### src/hw/rtl/aip_pkg.sv
`timescale 1ns / 1ps
package aip_pkg;

  localparam int CH_W     = 8;
  localparam int VALUE_W  = 64;
  localparam int OFFSET_W = 16;
  localparam int RADIX_W  = 5;
  localparam int DIGIT_W  = 6;
  localparam int MAC_D_W  = 4;

  localparam logic [RADIX_W-1:0] RADIX_AUTO = 5'd0;
  localparam logic [RADIX_W-1:0] RADIX_ONE  = 5'd1;
  localparam logic [RADIX_W-1:0] RADIX_DEC  = 5'd10;
  localparam logic [RADIX_W-1:0] RADIX_HEX  = 5'd16;

  localparam logic [CH_W-1:0] CH_TAB   = 8'h09;
  localparam logic [CH_W-1:0] CH_CR    = 8'h0D;
  localparam logic [CH_W-1:0] CH_SPACE = 8'h20;
  localparam logic [CH_W-1:0] CH_PLUS  = 8'h2B;
  localparam logic [CH_W-1:0] CH_MINUS = 8'h2D;
  localparam logic [CH_W-1:0] CH_0     = 8'h30;
  localparam logic [CH_W-1:0] CH_9     = 8'h39;
  localparam logic [CH_W-1:0] CH_UA    = 8'h41;
  localparam logic [CH_W-1:0] CH_UX    = 8'h58;
  localparam logic [CH_W-1:0] CH_UZ    = 8'h5A;
  localparam logic [CH_W-1:0] CH_LA    = 8'h61;
  localparam logic [CH_W-1:0] CH_LX    = 8'h78;
  localparam logic [CH_W-1:0] CH_LZ    = 8'h7A;

  localparam logic [VALUE_W-1:0] MAG_POS_LIMIT = 64'h7FFF_FFFF_FFFF_FFFF;
  localparam logic [VALUE_W-1:0] MAG_NEG_LIMIT = 64'h8000_0000_0000_0000;

  typedef enum logic [2:0] {
    PH_WS,
    PH_SIGNED,
    PH_ZERO,
    PH_XSEEN,
    PH_DIGITS,
    PH_DONE
  } phase_t;

endpackage

### src/hw/rtl/aip_in_if.sv
`timescale 1ns / 1ps
interface aip_in_if;
  import aip_pkg::*;

  logic            valid;
  logic            ready;
  logic [CH_W-1:0] ch;
  logic            start_req;

  modport source (output valid, output ch, output start_req, input ready);
  modport sink (input valid, input ch, input start_req, output ready);
endinterface

### src/hw/rtl/aip_out_if.sv
`timescale 1ns / 1ps
interface aip_out_if;
  import aip_pkg::*;

  logic                valid;
  logic                ready;
  logic [VALUE_W-1:0]  value;
  logic [OFFSET_W-1:0] end_offset;
  logic                overflowed;
  logic                converted;

  modport source (output valid, output value, output end_offset, output overflowed,
                  output converted, input ready);
  modport sink (input valid, input value, input end_offset, input overflowed,
                input converted, output ready);
endinterface

### src/hw/rtl/aip_mac.sv
`timescale 1ns / 1ps
module aip_mac (
  input  logic [aip_pkg::VALUE_W-1:0] acc,
  input  logic [aip_pkg::RADIX_W-1:0] radix,
  input  logic [aip_pkg::MAC_D_W-1:0] digit,
  input  logic                        negative,
  input  logic                        saturated,
  output logic [aip_pkg::VALUE_W-1:0] acc_nxt,
  output logic                        sat_nxt
);
  import aip_pkg::*;

  localparam int PROD_W = VALUE_W + RADIX_W;

  logic [PROD_W-1:0]  prod;
  logic [VALUE_W-1:0] limit;
  logic               over;

  // acc*radix + d above the limit is the same test as acc > (limit - d) / radix
  always_comb begin
    prod    = PROD_W'(acc) * PROD_W'(radix) + PROD_W'(digit);
    limit   = negative ? MAG_NEG_LIMIT : MAG_POS_LIMIT;
    over    = saturated || (prod > PROD_W'(limit));
    acc_nxt = over ? limit : prod[VALUE_W-1:0];
    sat_nxt = over;
  end
endmodule

### src/hw/rtl/ascii_integer_parser.sv
`timescale 1ns / 1ps
// channel   dir  handshake       payload
// in_s      in   valid/ready     ch, start_req
// out_s     out  valid/ready     value, end_offset, overflowed, converted
// cfg       in   cfg_we          cfg_wdata (radix_select)
//
// one character per cycle unless a result is stalled; a character is registered,
// then one pass of decode and saturating multiply-add updates the parse state
// each result is registered at out_s; the 64x5 multiply-add sets the cycle
// synchronous active-low reset clears the parse state and radix_select
// a character that ends the string waits in the input register only while
// an earlier result is still held in the output register and not yet taken
module ascii_integer_parser #(
  parameter int POSITION_BITS = 16
) (
  input  logic                        clk,
  input  logic                        rst_n,
  aip_in_if.sink                      in_s,
  aip_out_if.source                   out_s,
  input  logic                        cfg_we,
  input  logic [aip_pkg::RADIX_W-1:0] cfg_wdata
);
  import aip_pkg::*;

  localparam int PW = POSITION_BITS;

  // configuration
  logic [RADIX_W-1:0] radix_select_r;

  // input register
  logic            in_v_r;
  logic [CH_W-1:0] ch_r;
  logic            start_r;

  // parse state
  phase_t             phase_r, phase_nxt;
  logic [VALUE_W-1:0] acc_r, acc_nxt;
  logic               neg_r, neg_nxt;
  logic [RADIX_W-1:0] radix_r, radix_nxt;
  logic [PW-1:0]      pos_r, pos_nxt;
  logic               sat_r, sat_nxt;
  logic [PW-1:0]      pfo_r, pfo_nxt;

  // result register
  logic                out_v_r;
  logic [VALUE_W-1:0]  value_r;
  logic [OFFSET_W-1:0] end_r;
  logic                ovf_r;
  logic                conv_r;

  // effective state, start_req clears the parse
  phase_t             eff_phase;
  logic [VALUE_W-1:0] eff_acc;
  logic               eff_neg;
  logic [RADIX_W-1:0] eff_radix;
  logic [PW-1:0]      eff_pos;
  logic               eff_sat;
  logic [PW-1:0]      eff_pfo;
  logic [PW-1:0]      pos_inc;

  logic               dvalid;
  logic [DIGIT_W-1:0] dval;
  logic               is_ws, is_sign, is_x;
  logic [RADIX_W-1:0] sel_radix, first_radix, mac_radix;
  logic               zero_prefix, first_ok, hex_ok, mac_ok;
  logic [VALUE_W-1:0] mac_acc;
  logic               mac_sat;

  logic               emit;
  logic [VALUE_W-1:0] mag;
  logic [PW-1:0]      end_pos;
  logic               conv;
  logic [31:0]        end_ext;
  logic               out_free, fire;

  assign eff_phase = start_r ? PH_WS : phase_r;
  assign eff_acc   = start_r ? '0 : acc_r;
  assign eff_neg   = start_r ? 1'b0 : neg_r;
  assign eff_radix = start_r ? RADIX_AUTO : radix_r;
  assign eff_pos   = start_r ? '0 : pos_r;
  assign eff_sat   = start_r ? 1'b0 : sat_r;
  assign eff_pfo   = start_r ? '0 : pfo_r;
  assign pos_inc   = (&eff_pos) ? eff_pos : eff_pos + 1'b1;

  // character decode
  always_comb begin
    dvalid = 1'b1;
    dval   = '0;
    if (ch_r >= CH_0 && ch_r <= CH_9) begin
      dval = DIGIT_W'(ch_r - CH_0);
    end else if (ch_r >= CH_LA && ch_r <= CH_LZ) begin
      dval = DIGIT_W'(ch_r - CH_LA + 8'd10);
    end else if (ch_r >= CH_UA && ch_r <= CH_UZ) begin
      dval = DIGIT_W'(ch_r - CH_UA + 8'd10);
    end else begin
      dvalid = 1'b0;
    end
  end

  assign is_ws   = (ch_r == CH_SPACE) || (ch_r >= CH_TAB && ch_r <= CH_CR);
  assign is_sign = (ch_r == CH_PLUS) || (ch_r == CH_MINUS);
  assign is_x    = (ch_r == CH_LX) || (ch_r == CH_UX);

  // radix 1 behaves as auto, anything above sixteen as sixteen
  always_comb begin
    if (radix_select_r == RADIX_ONE) begin
      sel_radix = RADIX_AUTO;
    end else if (radix_select_r > RADIX_HEX) begin
      sel_radix = RADIX_HEX;
    end else begin
      sel_radix = radix_select_r;
    end
  end

  assign first_radix = (sel_radix == RADIX_AUTO) ? RADIX_DEC : sel_radix;
  assign zero_prefix = (ch_r == CH_0) && (sel_radix == RADIX_AUTO || sel_radix == RADIX_HEX);
  assign first_ok    = dvalid && (dval < DIGIT_W'(first_radix));
  assign hex_ok      = dvalid && (dval < DIGIT_W'(RADIX_HEX));
  assign mac_radix   = (eff_radix == RADIX_AUTO) ? RADIX_DEC : eff_radix;
  assign mac_ok      = dvalid && (dval < DIGIT_W'(mac_radix));

  aip_mac u_mac (
    .acc       (eff_acc),
    .radix     (mac_radix),
    .digit     (dval[MAC_D_W-1:0]),
    .negative  (eff_neg),
    .saturated (eff_sat),
    .acc_nxt   (mac_acc),
    .sat_nxt   (mac_sat)
  );

  // next state
  always_comb begin
    phase_nxt = eff_phase;
    acc_nxt   = eff_acc;
    neg_nxt   = eff_neg;
    radix_nxt = eff_radix;
    pos_nxt   = eff_pos;
    sat_nxt   = eff_sat;
    pfo_nxt   = eff_pfo;
    unique case (eff_phase)
      PH_WS, PH_SIGNED: begin
        if (eff_phase == PH_WS && is_ws) begin
          pos_nxt = pos_inc;
        end else if (eff_phase == PH_WS && is_sign) begin
          neg_nxt   = (ch_r == CH_MINUS);
          phase_nxt = PH_SIGNED;
          pos_nxt   = pos_inc;
        end else if (zero_prefix) begin
          radix_nxt = sel_radix;
          pos_nxt   = pos_inc;
          pfo_nxt   = pos_inc;
          phase_nxt = PH_ZERO;
        end else begin
          radix_nxt = first_radix;
          if (first_ok) begin
            acc_nxt   = VALUE_W'(dval);
            phase_nxt = PH_DIGITS;
            pos_nxt   = pos_inc;
          end else begin
            phase_nxt = PH_DONE;
          end
        end
      end
      PH_ZERO: begin
        if (is_x) begin
          phase_nxt = PH_XSEEN;
          pos_nxt   = pos_inc;
        end else begin
          radix_nxt = mac_radix;
          if (mac_ok) begin
            acc_nxt   = mac_acc;
            sat_nxt   = mac_sat;
            pos_nxt   = pos_inc;
            phase_nxt = PH_DIGITS;
          end else begin
            phase_nxt = PH_DONE;
          end
        end
      end
      PH_XSEEN: begin
        radix_nxt = RADIX_HEX;
        if (hex_ok) begin
          acc_nxt   = VALUE_W'(dval);
          phase_nxt = PH_DIGITS;
          pos_nxt   = pos_inc;
        end else begin
          phase_nxt = PH_DONE;
        end
      end
      PH_DIGITS: begin
        if (mac_ok) begin
          acc_nxt = mac_acc;
          sat_nxt = mac_sat;
          pos_nxt = pos_inc;
        end else begin
          phase_nxt = PH_DONE;
        end
      end
      PH_DONE: begin
      end
      default: begin
      end
    endcase
  end

  // result of the current character
  always_comb begin
    emit    = 1'b0;
    mag     = '0;
    end_pos = '0;
    conv    = 1'b0;
    unique case (eff_phase)
      PH_WS, PH_SIGNED: begin
        if (!(eff_phase == PH_WS && (is_ws || is_sign)) && !zero_prefix && !first_ok) begin
          emit = 1'b1;
        end
      end
      PH_ZERO: begin
        if (!is_x && !mac_ok) begin
          emit    = 1'b1;
          mag     = eff_acc;
          end_pos = eff_pos;
          conv    = 1'b1;
        end
      end
      PH_XSEEN: begin
        // bare 0x: the result stops just after the zero
        if (!hex_ok) begin
          emit    = 1'b1;
          end_pos = eff_pfo;
          conv    = 1'b1;
        end
      end
      PH_DIGITS: begin
        if (!mac_ok) begin
          emit    = 1'b1;
          mag     = eff_acc;
          end_pos = eff_pos;
          conv    = 1'b1;
        end
      end
      PH_DONE: begin
      end
      default: begin
      end
    endcase
  end

  assign end_ext  = 32'(end_pos);
  assign out_free = !out_v_r || out_s.ready;
  assign fire     = in_v_r && (!emit || out_free);

  assign in_s.ready       = !in_v_r || fire;
  assign out_s.valid      = out_v_r;
  assign out_s.value      = value_r;
  assign out_s.end_offset = end_r;
  assign out_s.overflowed = ovf_r;
  assign out_s.converted  = conv_r;

  always_ff @(posedge clk) begin
    if (!rst_n) begin
      radix_select_r <= RADIX_AUTO;
    end else if (cfg_we) begin
      radix_select_r <= cfg_wdata;
    end
  end

  always_ff @(posedge clk) begin
    if (!rst_n) begin
      in_v_r <= 1'b0;
    end else if (in_s.ready) begin
      in_v_r <= in_s.valid;
    end
  end

  always_ff @(posedge clk) begin
    if (in_s.ready && in_s.valid) begin
      ch_r    <= in_s.ch;
      start_r <= in_s.start_req;
    end
  end

  always_ff @(posedge clk) begin
    if (!rst_n) begin
      phase_r <= PH_WS;
      acc_r   <= '0;
      neg_r   <= 1'b0;
      radix_r <= RADIX_AUTO;
      pos_r   <= '0;
      sat_r   <= 1'b0;
      pfo_r   <= '0;
    end else if (fire) begin
      phase_r <= phase_nxt;
      acc_r   <= acc_nxt;
      neg_r   <= neg_nxt;
      radix_r <= radix_nxt;
      pos_r   <= pos_nxt;
      sat_r   <= sat_nxt;
      pfo_r   <= pfo_nxt;
    end
  end

  always_ff @(posedge clk) begin
    if (!rst_n) begin
      out_v_r <= 1'b0;
    end else if (fire && emit) begin
      out_v_r <= 1'b1;
    end else if (out_s.ready) begin
      out_v_r <= 1'b0;
    end
  end

  always_ff @(posedge clk) begin
    if (fire && emit) begin
      value_r <= eff_neg ? (VALUE_W'(0) - mag) : mag;
      end_r   <= end_ext[OFFSET_W-1:0];
      ovf_r   <= eff_sat;
      conv_r  <= conv;
    end
  end

  // once a string has ended, nothing more comes out until a new start
  a_done_silent : assert property (@(posedge clk) disable iff (!rst_n)
    (in_v_r && !start_r && phase_r == PH_DONE) |-> !emit)
    else $error("result produced after end of string");

  a_result_held : assert property (@(posedge clk) disable iff (!rst_n)
    (fire && emit) |=> out_v_r)
    else $error("result transaction lost");

  a_empty_parse : assert property (@(posedge clk) disable iff (!rst_n)
    (out_v_r && !conv_r) |-> (value_r == '0 && end_r == '0 && !ovf_r))
    else $error("non-empty result without conversion");

  a_sat_phase : assert property (@(posedge clk) disable iff (!rst_n)
    sat_r |-> (phase_r == PH_DIGITS || phase_r == PH_DONE))
    else $error("saturation outside digit accumulation");

endmodule
### src/flat_wrapper.sv
// flat-port wrapper written by rule: the top's interface ports become plain ports
module ascii_integer_parser_flat import aip_pkg::*;
#(
  parameter int POSITION_BITS = 16
)
  (clk, rst_n, cfg_we, cfg_wdata, in_s_valid, in_s_ch, in_s_start_req, in_s_ready, out_s_valid, out_s_value, out_s_end_offset, out_s_overflowed, out_s_converted, out_s_ready);
  aip_in_if in_s_i ();
  aip_out_if out_s_i ();
  input  logic clk;
  input  logic rst_n;
  input  logic cfg_we;
  input  logic [aip_pkg::RADIX_W-1:0] cfg_wdata;
  input wire logic [$bits(in_s_i.valid)-1:0] in_s_valid;
  input wire logic [$bits(in_s_i.ch)-1:0] in_s_ch;
  input wire logic [$bits(in_s_i.start_req)-1:0] in_s_start_req;
  output wire logic [$bits(in_s_i.ready)-1:0] in_s_ready;
  output wire logic [$bits(out_s_i.valid)-1:0] out_s_valid;
  output wire logic [$bits(out_s_i.value)-1:0] out_s_value;
  output wire logic [$bits(out_s_i.end_offset)-1:0] out_s_end_offset;
  output wire logic [$bits(out_s_i.overflowed)-1:0] out_s_overflowed;
  output wire logic [$bits(out_s_i.converted)-1:0] out_s_converted;
  input wire logic [$bits(out_s_i.ready)-1:0] out_s_ready;
  assign in_s_i.valid = in_s_valid;
  assign in_s_i.ch = in_s_ch;
  assign in_s_i.start_req = in_s_start_req;
  assign in_s_ready = in_s_i.ready;
  assign out_s_valid = out_s_i.valid;
  assign out_s_value = out_s_i.value;
  assign out_s_end_offset = out_s_i.end_offset;
  assign out_s_overflowed = out_s_i.overflowed;
  assign out_s_converted = out_s_i.converted;
  assign out_s_i.ready = out_s_ready;
  ascii_integer_parser #(.POSITION_BITS(POSITION_BITS)) u_core (.clk(clk), .rst_n(rst_n), .in_s(in_s_i), .out_s(out_s_i), .cfg_we(cfg_we), .cfg_wdata(cfg_wdata));
endmodule
### config.mk
export PLATFORM = sky130hd
export DESIGN_NAME = ascii_integer_parser_flat
export DESIGN_NICKNAME = d
export VERILOG_FILES = /design/src/hw/rtl/aip_pkg.sv /design/src/hw/rtl/aip_in_if.sv /design/src/hw/rtl/aip_out_if.sv /design/src/hw/rtl/aip_mac.sv /design/src/hw/rtl/ascii_integer_parser.sv /design/src/flat_wrapper.sv
export SDC_FILE = /design/constraint.sdc
export NUM_CORES = 1
export LEC_CHECK = 0
export BUFFER_PORTS_ARGS = -buffer_cell sky130_fd_sc_hd__buf_4
export CORE_AREA = 8 8 284 286
export DETAILED_ROUTE_END_ITERATION = 8
export DIE_AREA = 0 0 292 294
export PLACE_DENSITY = 0.61
export SLEW_MARGIN = 5
export SYNTH_ARGS = -nofsm -noshare
export SYNTH_HDL_FRONTEND = slang
export SYNTH_HIERARCHICAL = 1
export SYNTH_SLANG_ARGS = --single-unit
### constraint.sdc
create_clock -name clk -period 23.8 [get_ports clk]
set_clock_uncertainty 0.2 [all_clocks]
set_input_delay 3.57 -clock clk [delete_from_list [all_inputs] [get_ports clk]]
set_output_delay 3.57 -clock clk [all_outputs]
set_load 0.01 [all_outputs]
==> flow_summary.json <==
{
  "ys_seq_area_frac": 0.190,
  "start_kind": "register",
  "vias": 23400,
  "r2r_cells": 39,
  "drt-initial-drc-count": 2097,
  "maxCapViolCount": 0,
  "slowest_stage": "edfxtp_1",
  "start_util": 0.344,
  "drc": 0,
  "power_leakage_nw": 13.6,
  "r2r_end": "u_core/acc_r[30]",
  "dieWidth_um": 292,
  "crit_type": "reg -> reg",
  "vdd_drop_max_v": 0.0000550,
  "postCtsSetupBuffers": 0,
  "timing.setup.tns_ns": 0,
  "dieHeight_um": 294,
  "synth_warnings": 6,
  "setup_slack_ns": 12.87,
  "place_hpwl_um": 60700,
  "ant_nets": 0,
  "endpoint_kind": "register",
  "cp_top_family": "compound AO/OA/AOI/OAI gates",
  "area.growth.synth_to_final_pct": 9.72,
  "startpoint": "u_core/ch_r[0]",
  "p_per_area_mw_per_mm2": 35.2,
  "finalCritPeriodShare": 0.459,
  "synth_async_sr_flop_share": 0,
  "rsz0062_at_grt": "no",
  "ys_seq_elements": 204,
  "synth_area_leaders": "fa_1 14%, edfxtp_1 10%, ha_1 10%, dfxtp_1 8.6%, and2_1 6.3%",
  "max_slew_margin": 0.357,
  "fillers": 7827,
  "cts.sinks": 204,
  "diodes": 0,
  "worst_pin_slew_ns": 0.963,
  "core_area_mm2": 0.0764,
  "grt_max_degree": 80,
  "syn_nets": 3654,
  "rr_startpoint": "u_core/ch_r[0]",
  "slowest_delay_ns": 0.58,
  "avgSynthCellArea_um2": 8.15,
  "syn_area_mm2": 0.0263,
  "status": "finished clean",
  "min_from": "u_core/pfo_r[11]",
  "cts_tree": "yes",
  "synth.distinct_cells": 96,
  "required_ns": 24.07,
  "gr-total-overflow": 0,
  "drt-total-wl_um": 83200,
  "drtPass1Iterations": 5,
  "routed_via_density": 5.54,
  "cts_buffer_depth": 3,
  "hold_buffers": 0,
  "cts_buffers": 30,
  "maxSlewViolCount": 0,
  "synth.most_common_cell": "nand2_1",
  "clkSlewWorstSetupHoldPaths_ns": 0.06,
  "grt_usage": 0.189,
  "yosysTopAreaCell": "fa_1",
  "netlist_top_cells_count": "396 x nand2_1, 381 x inv_1, 264 x and2_1",
  "grt_pass1_vias": 23479,
  "cts_resized": 0,
  "rows": 102,
  "synth_cells": 3227,
  "whs_path_depth": 1,
  "routedWlPerCell_um": 19.7,
  "synth_edf_count": 91,
  "antenna_found_initial": 1,
  "drive_above_1_share": 0.0797,
  "synth_ff_type": "dfxtp_1",
  "period_minus_slack_ns": 10.93,
  "grt_pass1_wl_um": 133000,
  "crit_top_cell": "inv_1",
  "synth.top_cell.area_share": 0.145,
  "root_buffer": "clkbuf_16",
  "clock.fmax_ghz": 0.0915,
  "crit_cells": 39,
  "gp_congestion": 0.924,
  "io_pins": 103,
  "pre_cts_slack_ns": 13.03,
  "hold-path-endpoint": "u_core/pfo_r[11]",
  "hold_class": "reg -> reg",
  "io_buffers": 102,
  "cts_max_level": 1,
  "crit_fanout": 40,
  "final-setup-viol-count": 0,
  "fin_nets": 3639,
  "reg2reg_slack_ns": 12.87,
  "hold_viol": 0,
  "die_area_mm2": 0.0858,
  "critPathBufInv": 5,
  "worst_ep_arrival_time_ns": 11.21,
  "clock_latency_ns": 0.61
}
[worst max path at each step]
stage                             to  slack (ns)
floorplan            u_core/acc_r[1]       13.93
global placement    u_core/acc_r[14]       13.15
detailed placement   u_core/acc_r[1]       13.03
CTS                  u_core/acc_r[1]       12.97
global route         u_core/acc_r[1]       12.18
finish              u_core/acc_r[30]       12.87
[kinds of logic after synthesis]
| group | share of synthesized area |
|---|---|
| AND/OR/NAND/NOR | 0.208 |
| AO/OA/AOI/OAI | 0.196 |
| buffers and inverters | 0.0855 |
| adder cells (fa/ha/maj) | 0.248 |
| flip-flops | 0.190 |
| XOR/XNOR | 0.0406 |
| multiplexers | 0.0324 |
[report_power, final]
part,switching [W],total [W],internal (W),leakage (nW)
Combinational,0.000108,0.000156,0.0000486,11.3
Sequential,0.00000888,0.000387,0.000378,1.78
Clock,0.000197,0.000472,0.000275,0.504
[through the flow]
stage | utilization | hold slack (ns) | std cells | instance area, µm² | power, W
floorplan | - | 0.232 | 3227 | 26300 | 0.000493
global placement | 0.364 | 0.244 | 4168 | 27800 | 0.000549
detailed placement | 0.364 | 0.247 | 4168 | 27800 | 0.000549
CTS | 0.378 | 0.265 | 4224 | 28900 | 0.00102
global route | 0.378 | 0.274 | 4224 | 28900 | 0.00105
finish | 0.378 | 0.262 | 4224 | 28900 | 0.00102
[sequential cells by signal, indices dropped and copies added (netlist names), 3 cells and up]
register,flops
u_core/pos_r,16
u_core/ch_r,8
u_core/pfo_r,16
u_core/acc_r,64
u_core/radix_select_r,5
u_core/out_s.value,64
u_core/out_s.end_offset,16
u_core/radix_r,5
u_core/phase_r,3
[cells in the final DEF, fill, tap and decap left out, types with 18 or more instances in the layout]
cell	n
a32o_1	60
nand4_1	55
nor2_1	167
o21ai_0	182
a21oi_1	164
buf_4	136
edfxtp_1	91
mux2_2	18
a21o_1	47
o31ai_1	18
inv_1	377
xor2_1	42
fa_1	190
ha_1	218
mux2_1	48
a22o_1	24
xnor2_1	80
clkbuf_16	30
nand2b_1	24
o211ai_1	22
nand3_1	55
a31oi_1	28
and2_1	264
nand2_1	393
dfxtp_1	113
nor2b_1	23
nor3_1	43
[routing by layer]
metal  GRT usage  vias up  share of wire
li1            -    11091              -
met1       0.260    11335           0.46
met2       0.309      809           0.45
met3      0.0216      165          0.057
met4      0.0580        0          0.033
met5           0        -              0
[final cells by class]
cell class | count | area, µm² | area share
Sequential cell | 204 | 4990 | 0.173
Clock buffer | 34 | 786 | 0.0272
Timing Repair Buffer | 136 | 1020 | 0.0354
Multi-Input combinational cell | 2458 | 19100 | 0.663
Clock inverter | 22 | 253 | 0.00876
Tap cell | 988 | 1240 | 0.0428
Inverter | 382 | 1440 | 0.0497
Power figures use the tool's default switching activity.
